[src/design/nearest_site_distance_binner_top_defines.svh]
// Assertion macros used by the asserting file of the distance binner.
// Define ASSERT_OFF to compile the assertions out.
`ifndef NEAREST_SITE_DISTANCE_BINNER_TOP_DEFINES_SVH
`define NEAREST_SITE_DISTANCE_BINNER_TOP_DEFINES_SVH

`ifndef ASSERT_OFF
`define NSDB_ASSERT_CLK(label, clk, rst_n, prop) \
    label: assert property (@(posedge clk) disable iff (!rst_n) prop) \
        else $error("nsdb assertion failed");
`define NSDB_ASSERT(label, prop) \
    `NSDB_ASSERT_CLK(label, i_clk, i_rst_n, prop)
`else
`define NSDB_ASSERT_CLK(label, clk, rst_n, prop)
`define NSDB_ASSERT(label, prop)
`endif

`endif

[src/design/nsdb_pkg.sv]
`timescale 1ns / 1ps
`default_nettype none

package nsdb_pkg;

    localparam int unsigned TABLE_DEPTH_DEF = 4096;

    localparam int unsigned POS_W   = 32;
    localparam int unsigned IDX_W   = 12;
    localparam int unsigned COUNT_W = 13;
    localparam int unsigned FREQ_W  = 9;
    localparam int unsigned BIN_W   = 9;
    localparam int unsigned FBIN_W  = 3;
    localparam int unsigned DBIN_W  = 5;

    localparam logic OP_LOAD  = 1'b0;
    localparam logic OP_QUERY = 1'b1;

    localparam int unsigned NUM_THRESH    = 26;
    localparam int unsigned DIST_BIN_SPAN = 27;
    localparam int unsigned PLAT_SPAN     = 135;

    // floor(10^(3.5 + 0.1k)), k = 0..25
    localparam logic [POS_W-1:0] DIST_THRESH [NUM_THRESH] = '{
        32'd3162,   32'd3981,   32'd5011,   32'd6309,   32'd7943,
        32'd10000,  32'd12589,  32'd15848,  32'd19952,  32'd25118,
        32'd31622,  32'd39810,  32'd50118,  32'd63095,  32'd79432,
        32'd100000, 32'd125892, 32'd158489, 32'd199526, 32'd251188,
        32'd316227, 32'd398107, 32'd501187, 32'd630957, 32'd794328,
        32'd1000000
    };

    typedef struct packed {
        logic              valid;
        logic              empty;
        logic [POS_W-1:0]  near_dist;
        logic [FBIN_W-1:0] fbin;
        logic              plat;
    } t_search_res;

    // Frequency in thousandths to a bin of 100; everything from 400 up is the top bin.
    function automatic logic [FBIN_W-1:0] freq_bin(input logic [FREQ_W-1:0] f);
        logic [FBIN_W-1:0] b;
        if (f >= FREQ_W'(400))      b = FBIN_W'(4);
        else if (f >= FREQ_W'(300)) b = FBIN_W'(3);
        else if (f >= FREQ_W'(200)) b = FBIN_W'(2);
        else if (f >= FREQ_W'(100)) b = FBIN_W'(1);
        else                        b = FBIN_W'(0);
        return b;
    endfunction

endpackage

`default_nettype wire

[src/design/nsdb_binner.sv]
`timescale 1ns / 1ps
`default_nettype none

module nsdb_binner
    import nsdb_pkg::*;
(
    input  wire logic         i_clk,
    input  wire logic         i_rst_n,
    input  wire t_search_res  i_res,
    output logic              o_res_ready,
    output logic              o_out_valid,
    input  wire logic         i_out_stall,
    output logic [POS_W-1:0]  o_distance,
    output logic [BIN_W-1:0]  o_bin_number,
    output logic              o_table_empty
);

    logic              r_valid;
    logic [POS_W-1:0]  r_dist;
    logic [BIN_W-1:0]  r_bin;
    logic              r_empty;
    logic [DBIN_W-1:0] w_dbin;
    logic [BIN_W-1:0]  w_bin;

    // Thresholds ascend, so the count of those exceeded is the distance bin.
    always_comb begin
        w_dbin = '0;
        for (int k = 0; k < NUM_THRESH; k++) begin
            w_dbin = w_dbin + DBIN_W'(i_res.near_dist > DIST_THRESH[k]);
        end
    end

    assign w_bin = i_res.empty ? '0
                 : BIN_W'(w_dbin)
                   + BIN_W'(i_res.fbin) * BIN_W'(DIST_BIN_SPAN)
                   + (i_res.plat ? BIN_W'(PLAT_SPAN) : BIN_W'(0));

    assign o_res_ready = !r_valid || !i_out_stall;

    always_ff @(posedge i_clk) begin
        if (!i_rst_n) begin
            r_valid <= 1'b0;
        end else if (o_res_ready) begin
            r_valid <= i_res.valid;
        end
    end

    always_ff @(posedge i_clk) begin
        if (o_res_ready && i_res.valid) begin
            r_dist  <= i_res.near_dist;
            r_bin   <= w_bin;
            r_empty <= i_res.empty;
        end
    end

    assign o_out_valid   = r_valid;
    assign o_distance    = r_dist;
    assign o_bin_number  = r_bin;
    assign o_table_empty = r_empty;

endmodule

`default_nettype wire
[config.mk]
export PLATFORM = sky130hd
export DESIGN_NAME = nsdb_binner
export DESIGN_NICKNAME = d
export VERILOG_FILES = /design/src/design/nearest_site_distance_binner_top_defines.svh /design/src/design/nsdb_pkg.sv /design/src/design/nsdb_binner.sv
export SDC_FILE = /design/constraint.sdc
export NUM_CORES = 1
export LEC_CHECK = 0
export BUFFER_PORTS_ARGS = -buffer_cell sky130_fd_sc_hd__buf_4
export CAP_MARGIN = 20
export CORE_MARGIN = 10
export CORE_UTILIZATION = 51
export DETAILED_ROUTE_END_ITERATION = 12
export GPL_ROUTABILITY_DRIVEN = 0
export PLACE_DENSITY_LB_ADDON = 0.05
export SYNTH_ARGS = -nofsm -noshare
export SYNTH_HDL_FRONTEND = slang
export SYNTH_SLANG_ARGS = --single-unit
[constraint.sdc]
create_clock -name i_clk -period 6.7 [get_ports i_clk]
set_input_delay 0.335 -clock i_clk [delete_from_list [all_inputs] [get_ports i_clk]]
set_output_delay 0.335 -clock i_clk [all_outputs]
set_load 0.02 [all_outputs]
==> key figures <==
Floorplanning
  – # IOs: 85
  – Die X-Extent: 111 um
  – Chip Height: 111 um
  – Core area: 8180 sq um
  – # rows: 33
  – Die area: 12400 sq um
  – Initial Util: 52.2%

CTS
  – H-tree levels: 2
  – Clk Latency, worst-skew pair: 0.28 ns
  – Clock Sink Count: 43
  – CTS tree: done
  – Post-CTS setup buffer count: 0
  – Clock Pin Slew Worst Setup and Hold Paths: 0.08 ns
  – Clock root buffer master: clkbuf_8
  – Clk buf depth: 2
  – CTS buffer count: 5

Routing
  – Wire per inst: 19.6 um
  – Initial drt markers: 535
  – Post-DRT Antenna Nets: 0
  – Drt via density: 6.39
  – Initial DRT Pass Iterations: 5
  – Routed vias: 4121
  – Final wirelength: 12.7 mm
  – DRC Markers: 0

Synth
  – Most area-consuming cells after synthesis: edfxtp_1, fa_1, ha_1
  – Synth area leader: edfxtp_1
  – Post-synthesis area per instance: 9.30 sq um
  – Synth Instances: 459
  – Cell Area, Synth: 4270 sq um
  – Post-synth ARST share: 0%
  – Post-synth EDFFs: 42
  – Yosys cell types: 63
  – Main flop type after synthesis: edfxtp_1
  – YS warnings: 0
  – Seq/Total Area, Yosys: 30.0%
  – Post-synth top area share: 29.6%
  – Mapped Nets: 561
  – Seq cells post-synth: 43
  – Synth top cells by count: edfxtp_1, nor2_1, ha_1, inv_1, nand2_1
  – Most common cell in the synthesized netlist: edfxtp_1

Final layout
  – Nets: 641
  – Antenna diodes: 0
  – Area grow syn2layout: 20.5%
  – Final Cell Area: 5140 sq um
  – Fraction of layout cells with a size suffix above 1: 25.0%

Pwr
  – Power per cell area: 182 nW/um^2
  – Peak supply drop: 109 uV
  – Static leakage: 2.09 nW

Global route
  – Vias in the first global route: 3919
  – Antenna violations before repair: 0
  – Total track usage: 19.6%
  – First-pass GRT wire length: 20.3 mm
  – Largest net degree at the start of global routing: 43
  – Gr ovfl total: 0

Critical path
  – CP Class: in -> reg
  – Worst Path Arrival: 6.39 ns
  – Crit end category: flip-flop
  – Reg2Reg Capture Point: o_distance[7]
  – Critical path startpoint category: primary input
  – Crit path launch: i_res[7]
  – Worst reg2reg setup slack: 5.15 ns
  – Worst r2r path cells: 2
  – Reg-to-Reg Start: o_out_valid
  – Worst Path Required: 6.74 ns
  – CP max FO: 15
  – Crit path to: o_bin_number[8]

STA
  – Highest clock rate: 157 MHz
  – Normalized max-slew margin: 39.1%
  – Count of pins over their slew limit: 0
  – Final hold vios: 0
  – Setup TNS: 0 ns
  – Period utilization: 94.8%
  – Clock Skew: 0.00816 ns
  – Worst Max-Slew Pin Slew: 0.913 ns
  – Unrepaired setup endpoints after global routing: false
  – Setup Viol. Count Final: 0
  – Fin crit period: 6.35 ns

Outcome
  – Status: completed

Min path
  – Hold/Removal Path Class: in -> reg

Placed design
  – Post-detail-place hpwl: 10.3 mm
  – Placed inst area: 5050 sq um
  – Port Buffer Count: 84

Job
  – MaxCap Viol Count: 0
-- logic make-up after synthesis --
| family | after synthesis | share of synthesized area [%] |
|---|---|---|
| buf+inv | 65 | 6.27 |
| simple gates | 178 | 24.2 |
| fa+ha+maj | 61 | 22.1 |
| flops | 43 | 30.0 |
| compound gates | 105 | 16.0 |
| xor+xnor | 7 | 1.44 |
-- final cells by class --
cell class              instances  area (sq um)
clock buffers                   6          72.6
clock inverters                 2          12.5
multi-input cells             351          2730
flip-flops and latches         43          1280
repair buffers                107           803
fillers                       714          3030
inverters                      31           116
well taps                     105           131
-- critical path, stage by stage --
cell	delay [ns]
buf_4	0.17
nor4_2	0.38
nand3_1	0.14
or3b_1	0.38
a31o_2	0.25
a21oi_1	0.19
fa_1	0.46
fa_1	0.54
fa_1	0.44
fa_1	0.51
fa_1	0.51
fa_1	0.54
inv_1	0.04
ha_1	0.20
fa_1	0.39
a211oi_1	0.36
o21bai_1	0.14
a31oi_1	0.21
xnor2_1	0.14
nor2_1	0.05
-- registers in the layout, indices dropped and copies added, names as in the netlist --
name           flops
o_bin_number       9
o_distance        32
o_out_valid        1
o_table_empty      1
-- metrics by stage --
| step | power, mW | hold WS [ns] | worst slack [ns] | instances | util, % |
|---|---|---|---|---|---|
| 5_1_grt | 1.01 | 0.234 | 0.0102 | 645 | 62.9 |
| 4_1_cts | 0.938 | 0.242 | 0.303 | 645 | 62.8 |
| 6_report | 0.934 | 0.251 | 0.350 | 645 | 62.9 |
| 3_3_place_gp | 0.782 | 0.516 | 0.153 | 637 | 61.8 |
| 3_5_place_dp | 0.784 | 0.520 | 0.0111 | 637 | 61.8 |
| 2_1_floorplan | 0.642 | 0.434 | 0.344 | 459 | - |
-- metal layers --
| layer | wire [um] | GRT usage [%] | vias to the layer above |
|---|---|---|---|
| met4 | 530 | 8.74 | 0 |
| met2 | 5160 | 27.4 | 319 |
| met5 | 0 | 0 | - |
| met1 | 5370 | 28.1 | 1888 |
| li1 | - | - | 1856 |
| met3 | 1600 | 4.24 | 58 |
-- report_power, final --
part           internal [mW]  switching, mW
clock                 0.0727         0.0795
sequential             0.333        0.00693
combinational          0.185          0.257
-- cells in the final DEF, fill, tap and decap left out, drive strengths merged, types with 6 or more instances in the layout --
cell type and count:
nand3 10, nand4 12, edfxtp 42, nand2 30, fa 24, clkbuf 6
o21a 6, nor3 17, and2 7, nor4 17, or2 7, buf 107
nor2 38, a211oi 6, ha 37, o21ai 22, nor2b 9, inv 31
a31oi 12, a21oi 29
-- worst min-delay path by stage --
stage / from / end / slack, ns / cells after the start
detailed placement: o_out_valid / o_out_valid / 0.52 / 2
CTS: i_res[34] / o_distance[30] / 0.24 / 1
global placement: o_out_valid / o_out_valid / 0.52 / 2
global route: i_res[31] / o_distance[27] / 0.23 / 1
floorplan: i_res[4] / o_distance[0] / 0.43 / 0
finish: i_res[34] / o_distance[30] / 0.25 / 1
-- what timing repair did --
item / CTS / global route
hold buffers: 0 / 0
resized for setup: 0 / 1
endpoints found under the setup margin: 0 / 2
Note: power is estimated with default switching activity, not from simulation.
