==> config.mk <==
export PLATFORM = sky130hd
export DESIGN_NAME = nsdb_search
export DESIGN_NICKNAME = d
export VERILOG_FILES = /design/src/design/nearest_site_distance_binner_top_defines.svh /design/src/design/nsdb_pkg.sv /design/src/design/nsdb_search.sv
export SDC_FILE = /design/constraint.sdc
export NUM_CORES = 1
export LEC_CHECK = 0
export BUFFER_PORTS_ARGS = -buffer_cell sky130_fd_sc_hd__buf_2
export CAP_MARGIN = 20
export CORE_MARGIN = 8
export CORE_UTILIZATION = 55
export DETAILED_ROUTE_END_ITERATION = 7
export PLACE_DENSITY = 0.82
export SLEW_MARGIN = 20
export SYNTH_ARGS = -nofsm -noshare
export SYNTH_HDL_FRONTEND = slang
export SYNTH_SLANG_ARGS = --single-unit
==> constraint.sdc <==
create_clock -name i_clk -period 10 [get_ports i_clk]
set_input_delay 1 -clock i_clk [delete_from_list [all_inputs] [get_ports i_clk]]
set_output_delay 1 -clock i_clk [all_outputs]
set_load 0.01 [all_outputs]
==> src/design/nearest_site_distance_binner_top_defines.svh <==
// Assertion macros used by the asserting file of the distance binner.
// Define ASSERT_OFF to compile the assertions out.
`ifndef NEAREST_SITE_DISTANCE_BINNER_TOP_DEFINES_SVH
`define NEAREST_SITE_DISTANCE_BINNER_TOP_DEFINES_SVH

`ifndef ASSERT_OFF
`define NSDB_ASSERT_CLK(label, clk, rst_n, prop) \
    label: assert property (@(posedge clk) disable iff (!rst_n) prop) \
        else $error("nsdb assertion failed");
`define NSDB_ASSERT(label, prop) \
    `NSDB_ASSERT_CLK(label, i_clk, i_rst_n, prop)
`else
`define NSDB_ASSERT_CLK(label, clk, rst_n, prop)
`define NSDB_ASSERT(label, prop)
`endif

`endif

==> src/design/nsdb_pkg.sv <==
`timescale 1ns / 1ps
`default_nettype none

package nsdb_pkg;

    localparam int unsigned TABLE_DEPTH_DEF = 4096;

    localparam int unsigned POS_W   = 32;
    localparam int unsigned IDX_W   = 12;
    localparam int unsigned COUNT_W = 13;
    localparam int unsigned FREQ_W  = 9;
    localparam int unsigned BIN_W   = 9;
    localparam int unsigned FBIN_W  = 3;
    localparam int unsigned DBIN_W  = 5;

    localparam logic OP_LOAD  = 1'b0;
    localparam logic OP_QUERY = 1'b1;

    localparam int unsigned NUM_THRESH    = 26;
    localparam int unsigned DIST_BIN_SPAN = 27;
    localparam int unsigned PLAT_SPAN     = 135;

    // floor(10^(3.5 + 0.1k)), k = 0..25
    localparam logic [POS_W-1:0] DIST_THRESH [NUM_THRESH] = '{
        32'd3162,   32'd3981,   32'd5011,   32'd6309,   32'd7943,
        32'd10000,  32'd12589,  32'd15848,  32'd19952,  32'd25118,
        32'd31622,  32'd39810,  32'd50118,  32'd63095,  32'd79432,
        32'd100000, 32'd125892, 32'd158489, 32'd199526, 32'd251188,
        32'd316227, 32'd398107, 32'd501187, 32'd630957, 32'd794328,
        32'd1000000
    };

    typedef struct packed {
        logic              valid;
        logic              empty;
        logic [POS_W-1:0]  near_dist;
        logic [FBIN_W-1:0] fbin;
        logic              plat;
    } t_search_res;

    // Frequency in thousandths to a bin of 100; everything from 400 up is the top bin.
    function automatic logic [FBIN_W-1:0] freq_bin(input logic [FREQ_W-1:0] f);
        logic [FBIN_W-1:0] b;
        if (f >= FREQ_W'(400))      b = FBIN_W'(4);
        else if (f >= FREQ_W'(300)) b = FBIN_W'(3);
        else if (f >= FREQ_W'(200)) b = FBIN_W'(2);
        else if (f >= FREQ_W'(100)) b = FBIN_W'(1);
        else                        b = FBIN_W'(0);
        return b;
    endfunction

endpackage

`default_nettype wire

==> src/design/nsdb_search.sv <==
`timescale 1ns / 1ps
`default_nettype none

module nsdb_search
    import nsdb_pkg::*;
#(
    parameter int unsigned TABLE_DEPTH = TABLE_DEPTH_DEF,
    localparam int unsigned AW = $clog2(TABLE_DEPTH),
    localparam int unsigned CW = $clog2(TABLE_DEPTH + 1)
) (
    input  wire logic              i_clk,
    input  wire logic              i_rst_n,
    input  wire logic [CW-1:0]     i_count,
    input  wire logic              i_req_valid,
    output logic                   o_req_stall,
    input  wire logic              i_opcode,
    input  wire logic [IDX_W-1:0]  i_entry_index,
    input  wire logic [POS_W-1:0]  i_position,
    input  wire logic [FREQ_W-1:0] i_allele_freq_milli,
    input  wire logic              i_on_platform_a,
    input  wire logic              i_on_platform_b,
    input  wire logic              i_coin,
    output logic                   o_mem_we,
    output logic [AW-1:0]          o_mem_waddr,
    output logic [POS_W-1:0]       o_mem_wdata,
    output logic [AW-1:0]          o_mem_raddr,
    input  wire logic [POS_W-1:0]  i_mem_rdata,
    output t_search_res            o_res,
    input  wire logic              i_res_ready
);

    localparam logic [2:0] S_IDLE = 3'd0;
    localparam logic [2:0] S_RLO  = 3'd1;
    localparam logic [2:0] S_RHI  = 3'd2;
    localparam logic [2:0] S_CHK  = 3'd3;
    localparam logic [2:0] S_SRCH = 3'd4;
    localparam logic [2:0] S_FIN  = 3'd5;
    localparam logic [2:0] S_DONE = 3'd6;

    logic [2:0]        r_state, n_state;
    logic [AW-1:0]     r_lo, n_lo, r_hi, n_hi, r_mid, n_mid;
    logic [POS_W-1:0]  r_vlo, n_vlo, r_vhi, n_vhi;
    logic [POS_W-1:0]  r_pos, n_pos, r_dist, n_dist;
    logic [FBIN_W-1:0] r_fbin, n_fbin;
    logic              r_plat, n_plat, r_empty, n_empty;

    logic              w_accept;
    logic [AW:0]       w_sum;
    logic [AW-1:0]     w_mid;
    logic              w_more;
    logic [POS_W-1:0]  w_dlo, w_dhi;

    assign o_req_stall = (r_state != S_IDLE);
    assign w_accept    = i_req_valid && !o_req_stall;

    // Load requests go straight into the table; out-of-range slots are dropped.
    assign o_mem_we    = w_accept && (i_opcode == OP_LOAD)
                         && (32'(i_entry_index) < 32'(TABLE_DEPTH));
    assign o_mem_waddr = AW'(i_entry_index);
    assign o_mem_wdata = i_position;

    assign w_sum = {1'b0, n_lo} + {1'b0, n_hi};
    assign w_mid = w_sum[AW:1];
    assign w_more = (({1'b0, n_lo} + (AW+1)'(1)) < {1'b0, n_hi});
    assign w_dlo = r_pos - r_vlo;
    assign w_dhi = r_vhi - r_pos;

    always_comb begin
        n_state = r_state;
        n_lo    = r_lo;
        n_hi    = r_hi;
        n_mid   = r_mid;
        n_vlo   = r_vlo;
        n_vhi   = r_vhi;
        n_pos   = r_pos;
        n_dist  = r_dist;
        n_fbin  = r_fbin;
        n_plat  = r_plat;
        n_empty = r_empty;
        o_mem_raddr = r_mid;
        unique case (r_state)
            S_IDLE: begin
                if (w_accept && (i_opcode == OP_QUERY)) begin
                    n_pos  = i_position;
                    n_fbin = freq_bin(i_allele_freq_milli);
                    if (i_on_platform_a && !i_on_platform_b) begin
                        n_plat = 1'b0;
                    end else if (!i_on_platform_a && i_on_platform_b) begin
                        n_plat = 1'b1;
                    end else begin
                        n_plat = i_coin;
                    end
                    n_lo = '0;
                    n_hi = AW'(i_count - CW'(1));
                    if (i_count == '0) begin
                        n_empty = 1'b1;
                        n_dist  = '0;
                        n_state = S_DONE;
                    end else begin
                        n_empty = 1'b0;
                        n_state = S_RLO;
                    end
                end
            end
            S_RLO: begin
                o_mem_raddr = r_lo;
                n_state     = S_RHI;
            end
            S_RHI: begin
                o_mem_raddr = r_hi;
                n_vlo       = i_mem_rdata;
                n_state     = S_CHK;
            end
            S_CHK: begin
                n_vhi = i_mem_rdata;
                if (r_pos < r_vlo) begin
                    n_dist  = r_vlo - r_pos;
                    n_state = S_DONE;
                end else if (r_pos >= i_mem_rdata) begin
                    n_dist  = r_pos - i_mem_rdata;
                    n_state = S_DONE;
                end else if (w_more) begin
                    o_mem_raddr = w_mid;
                    n_mid       = w_mid;
                    n_state     = S_SRCH;
                end else begin
                    n_state = S_FIN;
                end
            end
            S_SRCH: begin
                // Read data is the entry at r_mid; narrow and issue the next probe.
                if (r_pos < i_mem_rdata) begin
                    n_hi  = r_mid;
                    n_vhi = i_mem_rdata;
                end else begin
                    n_lo  = r_mid;
                    n_vlo = i_mem_rdata;
                end
                o_mem_raddr = w_mid;
                n_mid       = w_mid;
                if (!w_more) begin
                    n_state = S_FIN;
                end
            end
            S_FIN: begin
                // Tie goes to the lower site.
                n_dist  = (w_dlo <= w_dhi) ? w_dlo : w_dhi;
                n_state = S_DONE;
            end
            S_DONE: begin
                if (i_res_ready) begin
                    n_state = S_IDLE;
                end
            end
            default: begin
                n_state = S_IDLE;
            end
        endcase
    end

    always_ff @(posedge i_clk) begin
        if (!i_rst_n) begin
            r_state <= S_IDLE;
        end else begin
            r_state <= n_state;
        end
    end

    always_ff @(posedge i_clk) begin
        r_lo    <= n_lo;
        r_hi    <= n_hi;
        r_mid   <= n_mid;
        r_vlo   <= n_vlo;
        r_vhi   <= n_vhi;
        r_pos   <= n_pos;
        r_dist  <= n_dist;
        r_fbin  <= n_fbin;
        r_plat  <= n_plat;
        r_empty <= n_empty;
    end

    always_comb begin
        o_res.valid     = (r_state == S_DONE);
        o_res.empty     = r_empty;
        o_res.near_dist = r_dist;
        o_res.fbin      = r_fbin;
        o_res.plat      = r_plat;
    end

endmodule

`default_nettype wire

==> flow_summary.ini <==
[cts]
hold_buffers = 0
htree_levels = 4
cts_tree = yes
clk_pin_slew_worst_paths_ps = 60
worstSkewPairLatency_ps = 460
cts-root-buf = clkbuf_16
cts.sinks = 172
cts_buffers = 17
clk_path_buf_depth = 2
ctsResizeCount = 0
cts_setup_buffers = 0

[yosys]
ys_seq_area_frac = 0.299
synth_top_area_frac = 0.266
synth_edf_count = 145
synth-seq-cells = 172
synthTopCellsByArea = edfxtp_1 (27%), ha_1 (14%), a21oi_1 (5.3%), inv_1 (4.3%), a21o_1 (4.1%)
postSynth.asyncResetShare = 0
synth_ff_type = edfxtp_1
yosysTopAreaCell = edfxtp_1
synthDistinctLibCells = 89
avgSynthCellArea_um2 = 8.69
syn-cell-area_mm2 = 0.0164
ys_warn_count = 0
synth_fp_nets = 2179
synthCells = 1885

[floorplan]
core_area_mm2 = 0.0295
io_pins = 202
die_w_um = 189
die_h_um = 189
die_area_mm2 = 0.0355
start_util = 0.555
rows = 63

[finish]
final_core_util = 0.605
nets = 2277
drive_above_1_share = 0.129
area_growth_pct = 8.95
n_antenna_cell = 0

[power_and_ir_drop]
power_density_mw_per_mm2 = 278
power_leakage_nw = 8.19
ir_drop_v = 0.000202
p_total_mw = 4.96

[setup_path]
ff2ff_path_depth = 23
crit_fanout = 11
crit_path_end_kind = output pin
worstReg2RegEnd = r_dist[23]$_DFFE_PP_
r2r_slack_ps = 2520
setup.worst_path.start_class = primary input
crit_arrival_ps = 7430
crit_path_end = o_mem_raddr[0]
critPathKind = in -> out
setup.worst_path.start = i_mem_rdata[30]
reg2reg_from = r_pos[1]$_DFFE_PP_
crit_required_ps = 9000

[timing]
fin_hold_ws_ps = 577
hold_viol = 0
min_period_ps = 8430
timing.final.crit_share = 0.843
max_slew.worst_pin.slew_ps = 1210
relSlewSlack = 0.194
setup_viol = 0
fin_setup_tns_ps = 0
final_max_slew_viol_count = 0
setup_ws_ps = 1570
fmax_mhz = 119
rsz0062_at_grt = no
clock_skew_ps = 16.7

[grt]
grt_use_total = 0.272
grt_pass1_vias = 14522
antenna_found_initial = 0
grt_max_degree = 46
grt.overflow.total = 0
grt_pass1_wl_mm = 77.9

[route]
ant_nets = 0
first_iter_violations = 1452
via_per_inst = 6.21
drc_errors = 0
vias = 14819
wirelength_mm = 49.4
wire_per_inst_um = 20.7
dr.pass1.iters = 5

[placed_design]
place_hpwl_mm = 37.9
io_buffers = 175
dp_slack_ps = 1790
routabilityCongestion = 0.969

[job]
maxCapViolations = 0

[status]
status = finished clean

[hold_path]
min_path_type = reg -> reg
==> worst min path at each step <==
stage / start / endpoint / cells past startpoint
floorplan: r_hi[11]$_DFF_P_ / r_hi[11]$_DFF_P_ / 1
global placement: r_hi[8]$_DFF_P_ / r_hi[8]$_DFF_P_ / 1
detailed placement: r_hi[8]$_DFF_P_ / r_hi[8]$_DFF_P_ / 1
CTS: r_hi[8]$_DFF_P_ / r_hi[8]$_DFF_P_ / 1
global route: r_hi[8]$_DFF_P_ / r_hi[8]$_DFF_P_ / 1
finish: r_hi[8]$_DFF_P_ / r_hi[8]$_DFF_P_ / 1
==> synth_stat cells, types with 8 or more instances <==
library cell  number
nand2b_1          28
o21ai_0           93
a22o_1             8
a31oi_1           16
buf_4             46
o31ai_1           13
nand2_1          120
mux2i_1           26
a221o_1           15
dfxtp_1           27
nor2_1           129
and2_1            14
o21bai_1          19
nor2b_1           32
nand3_1           24
and3_1            12
edfxtp_1         145
o211ai_1          24
a21o_1            90
nor3_1            31
o22ai_1           22
ha_1             183
xnor2_1           75
a22oi_1            8
a21oi_1          174
o21a_1            25
mux2_4             9
inv_1            187
nand4_1           22
a211oi_1          11
o21ai_1            9
nor4_1             8
clkbuf_1          53
xor2_1            59
==> layer usage <==
layer	part of all wire	GRT usage	up-vias
li1	-	-	6967
met5	0	0	-
met2	0.46	0.441	793
met3	0.097	0.0591	107
met1	0.42	0.353	6952
met4	0.027	0.0971	0
==> through the flow <==
step                      cells  cell area (um2)
after floorplan            1885            16400
after global placement     2354            17300
after detailed placement   2354            17300
after CTS                  2386            17800
after global routing       2386            17800
final                      2386            17800
==> final cells by class <==
class | instances | area (um2)
fillers | 2562 | 11600
multi-input cells | 1415 | 10200
flip-flops and latches | 172 | 4890
repair buffers | 188 | 973
inverters | 189 | 709
well taps | 390 | 488
clock buffers | 18 | 429
clock inverters | 14 | 144
==> critical path: stages <==
cell,delay (ps)
buf_2,100
inv_1,40
ha_1,390
nand4_1,270
nor4_1,960
a21bo_1,410
a31o_2,380
a22oi_1,280
inv_1,170
ha_1,250
nand2_1,200
nor2_1,90
xnor2_1,130
ha_1,330
a21o_1,190
a21o_1,170
a21oi_1,140
nor2b_1,50
o21ai_0,150
nand2_1,70
a221o_1,340
nand4bb_1,240
nor2_1,130
buf_4,220
o21ai_0,170
a221o_1,380
buf_2,160
==> sequential cells by signal, indices dropped and copies added (netlist names), 3 cells and up <==
name     flops
r_vhi       32
r_pos       32
r_dist      32
r_vlo       32
r_hi        12
r_lo        12
r_fbin       3
r_mid       12
r_state      3
==> kinds of logic after synthesis <==
family,after synthesis,synth area share
AO/OA/AOI/OAI,598,0.240
AND/OR/NAND/NOR,456,0.136
buffers and inverters,298,0.0806
adder cells (fa/ha/maj),188,0.146
flip-flops,172,0.299
XOR/XNOR,134,0.0717
multiplexers,39,0.0269
==> where the power goes <==
group | switching (mW) | internal (mW)
logic | 1.96 | 1.27
registers | 0.0915 | 0.967
clock network | 0.301 | 0.368
==> placed cells by master, fill, tap and decap left out, types with 9 or more instances in the layout <==
cell type    n
a211oi_1    11
a21o_1      90
a21oi_1    173
a221o_1     15
a31oi_1     16
and2_1      14
and3_1      12
buf_2      175
buf_4       13
clkbuf_16   17
dfxtp_1     27
edfxtp_1   145
ha_1       183
inv_1      187
mux2_4       9
mux2i_1     26
nand2_1    120
nand2b_1    28
nand3_1     24
nand4_1     22
nor2_1     128
nor2b_1     32
nor3_1      31
o211ai_1    24
o21a_1      25
o21ai_0     91
o21ai_1      9
o21bai_1    19
o22ai_1     22
o31ai_1     13
xnor2_1     75
xor2_1      59
No activity file was read; power rests on OpenSTA's default activity.
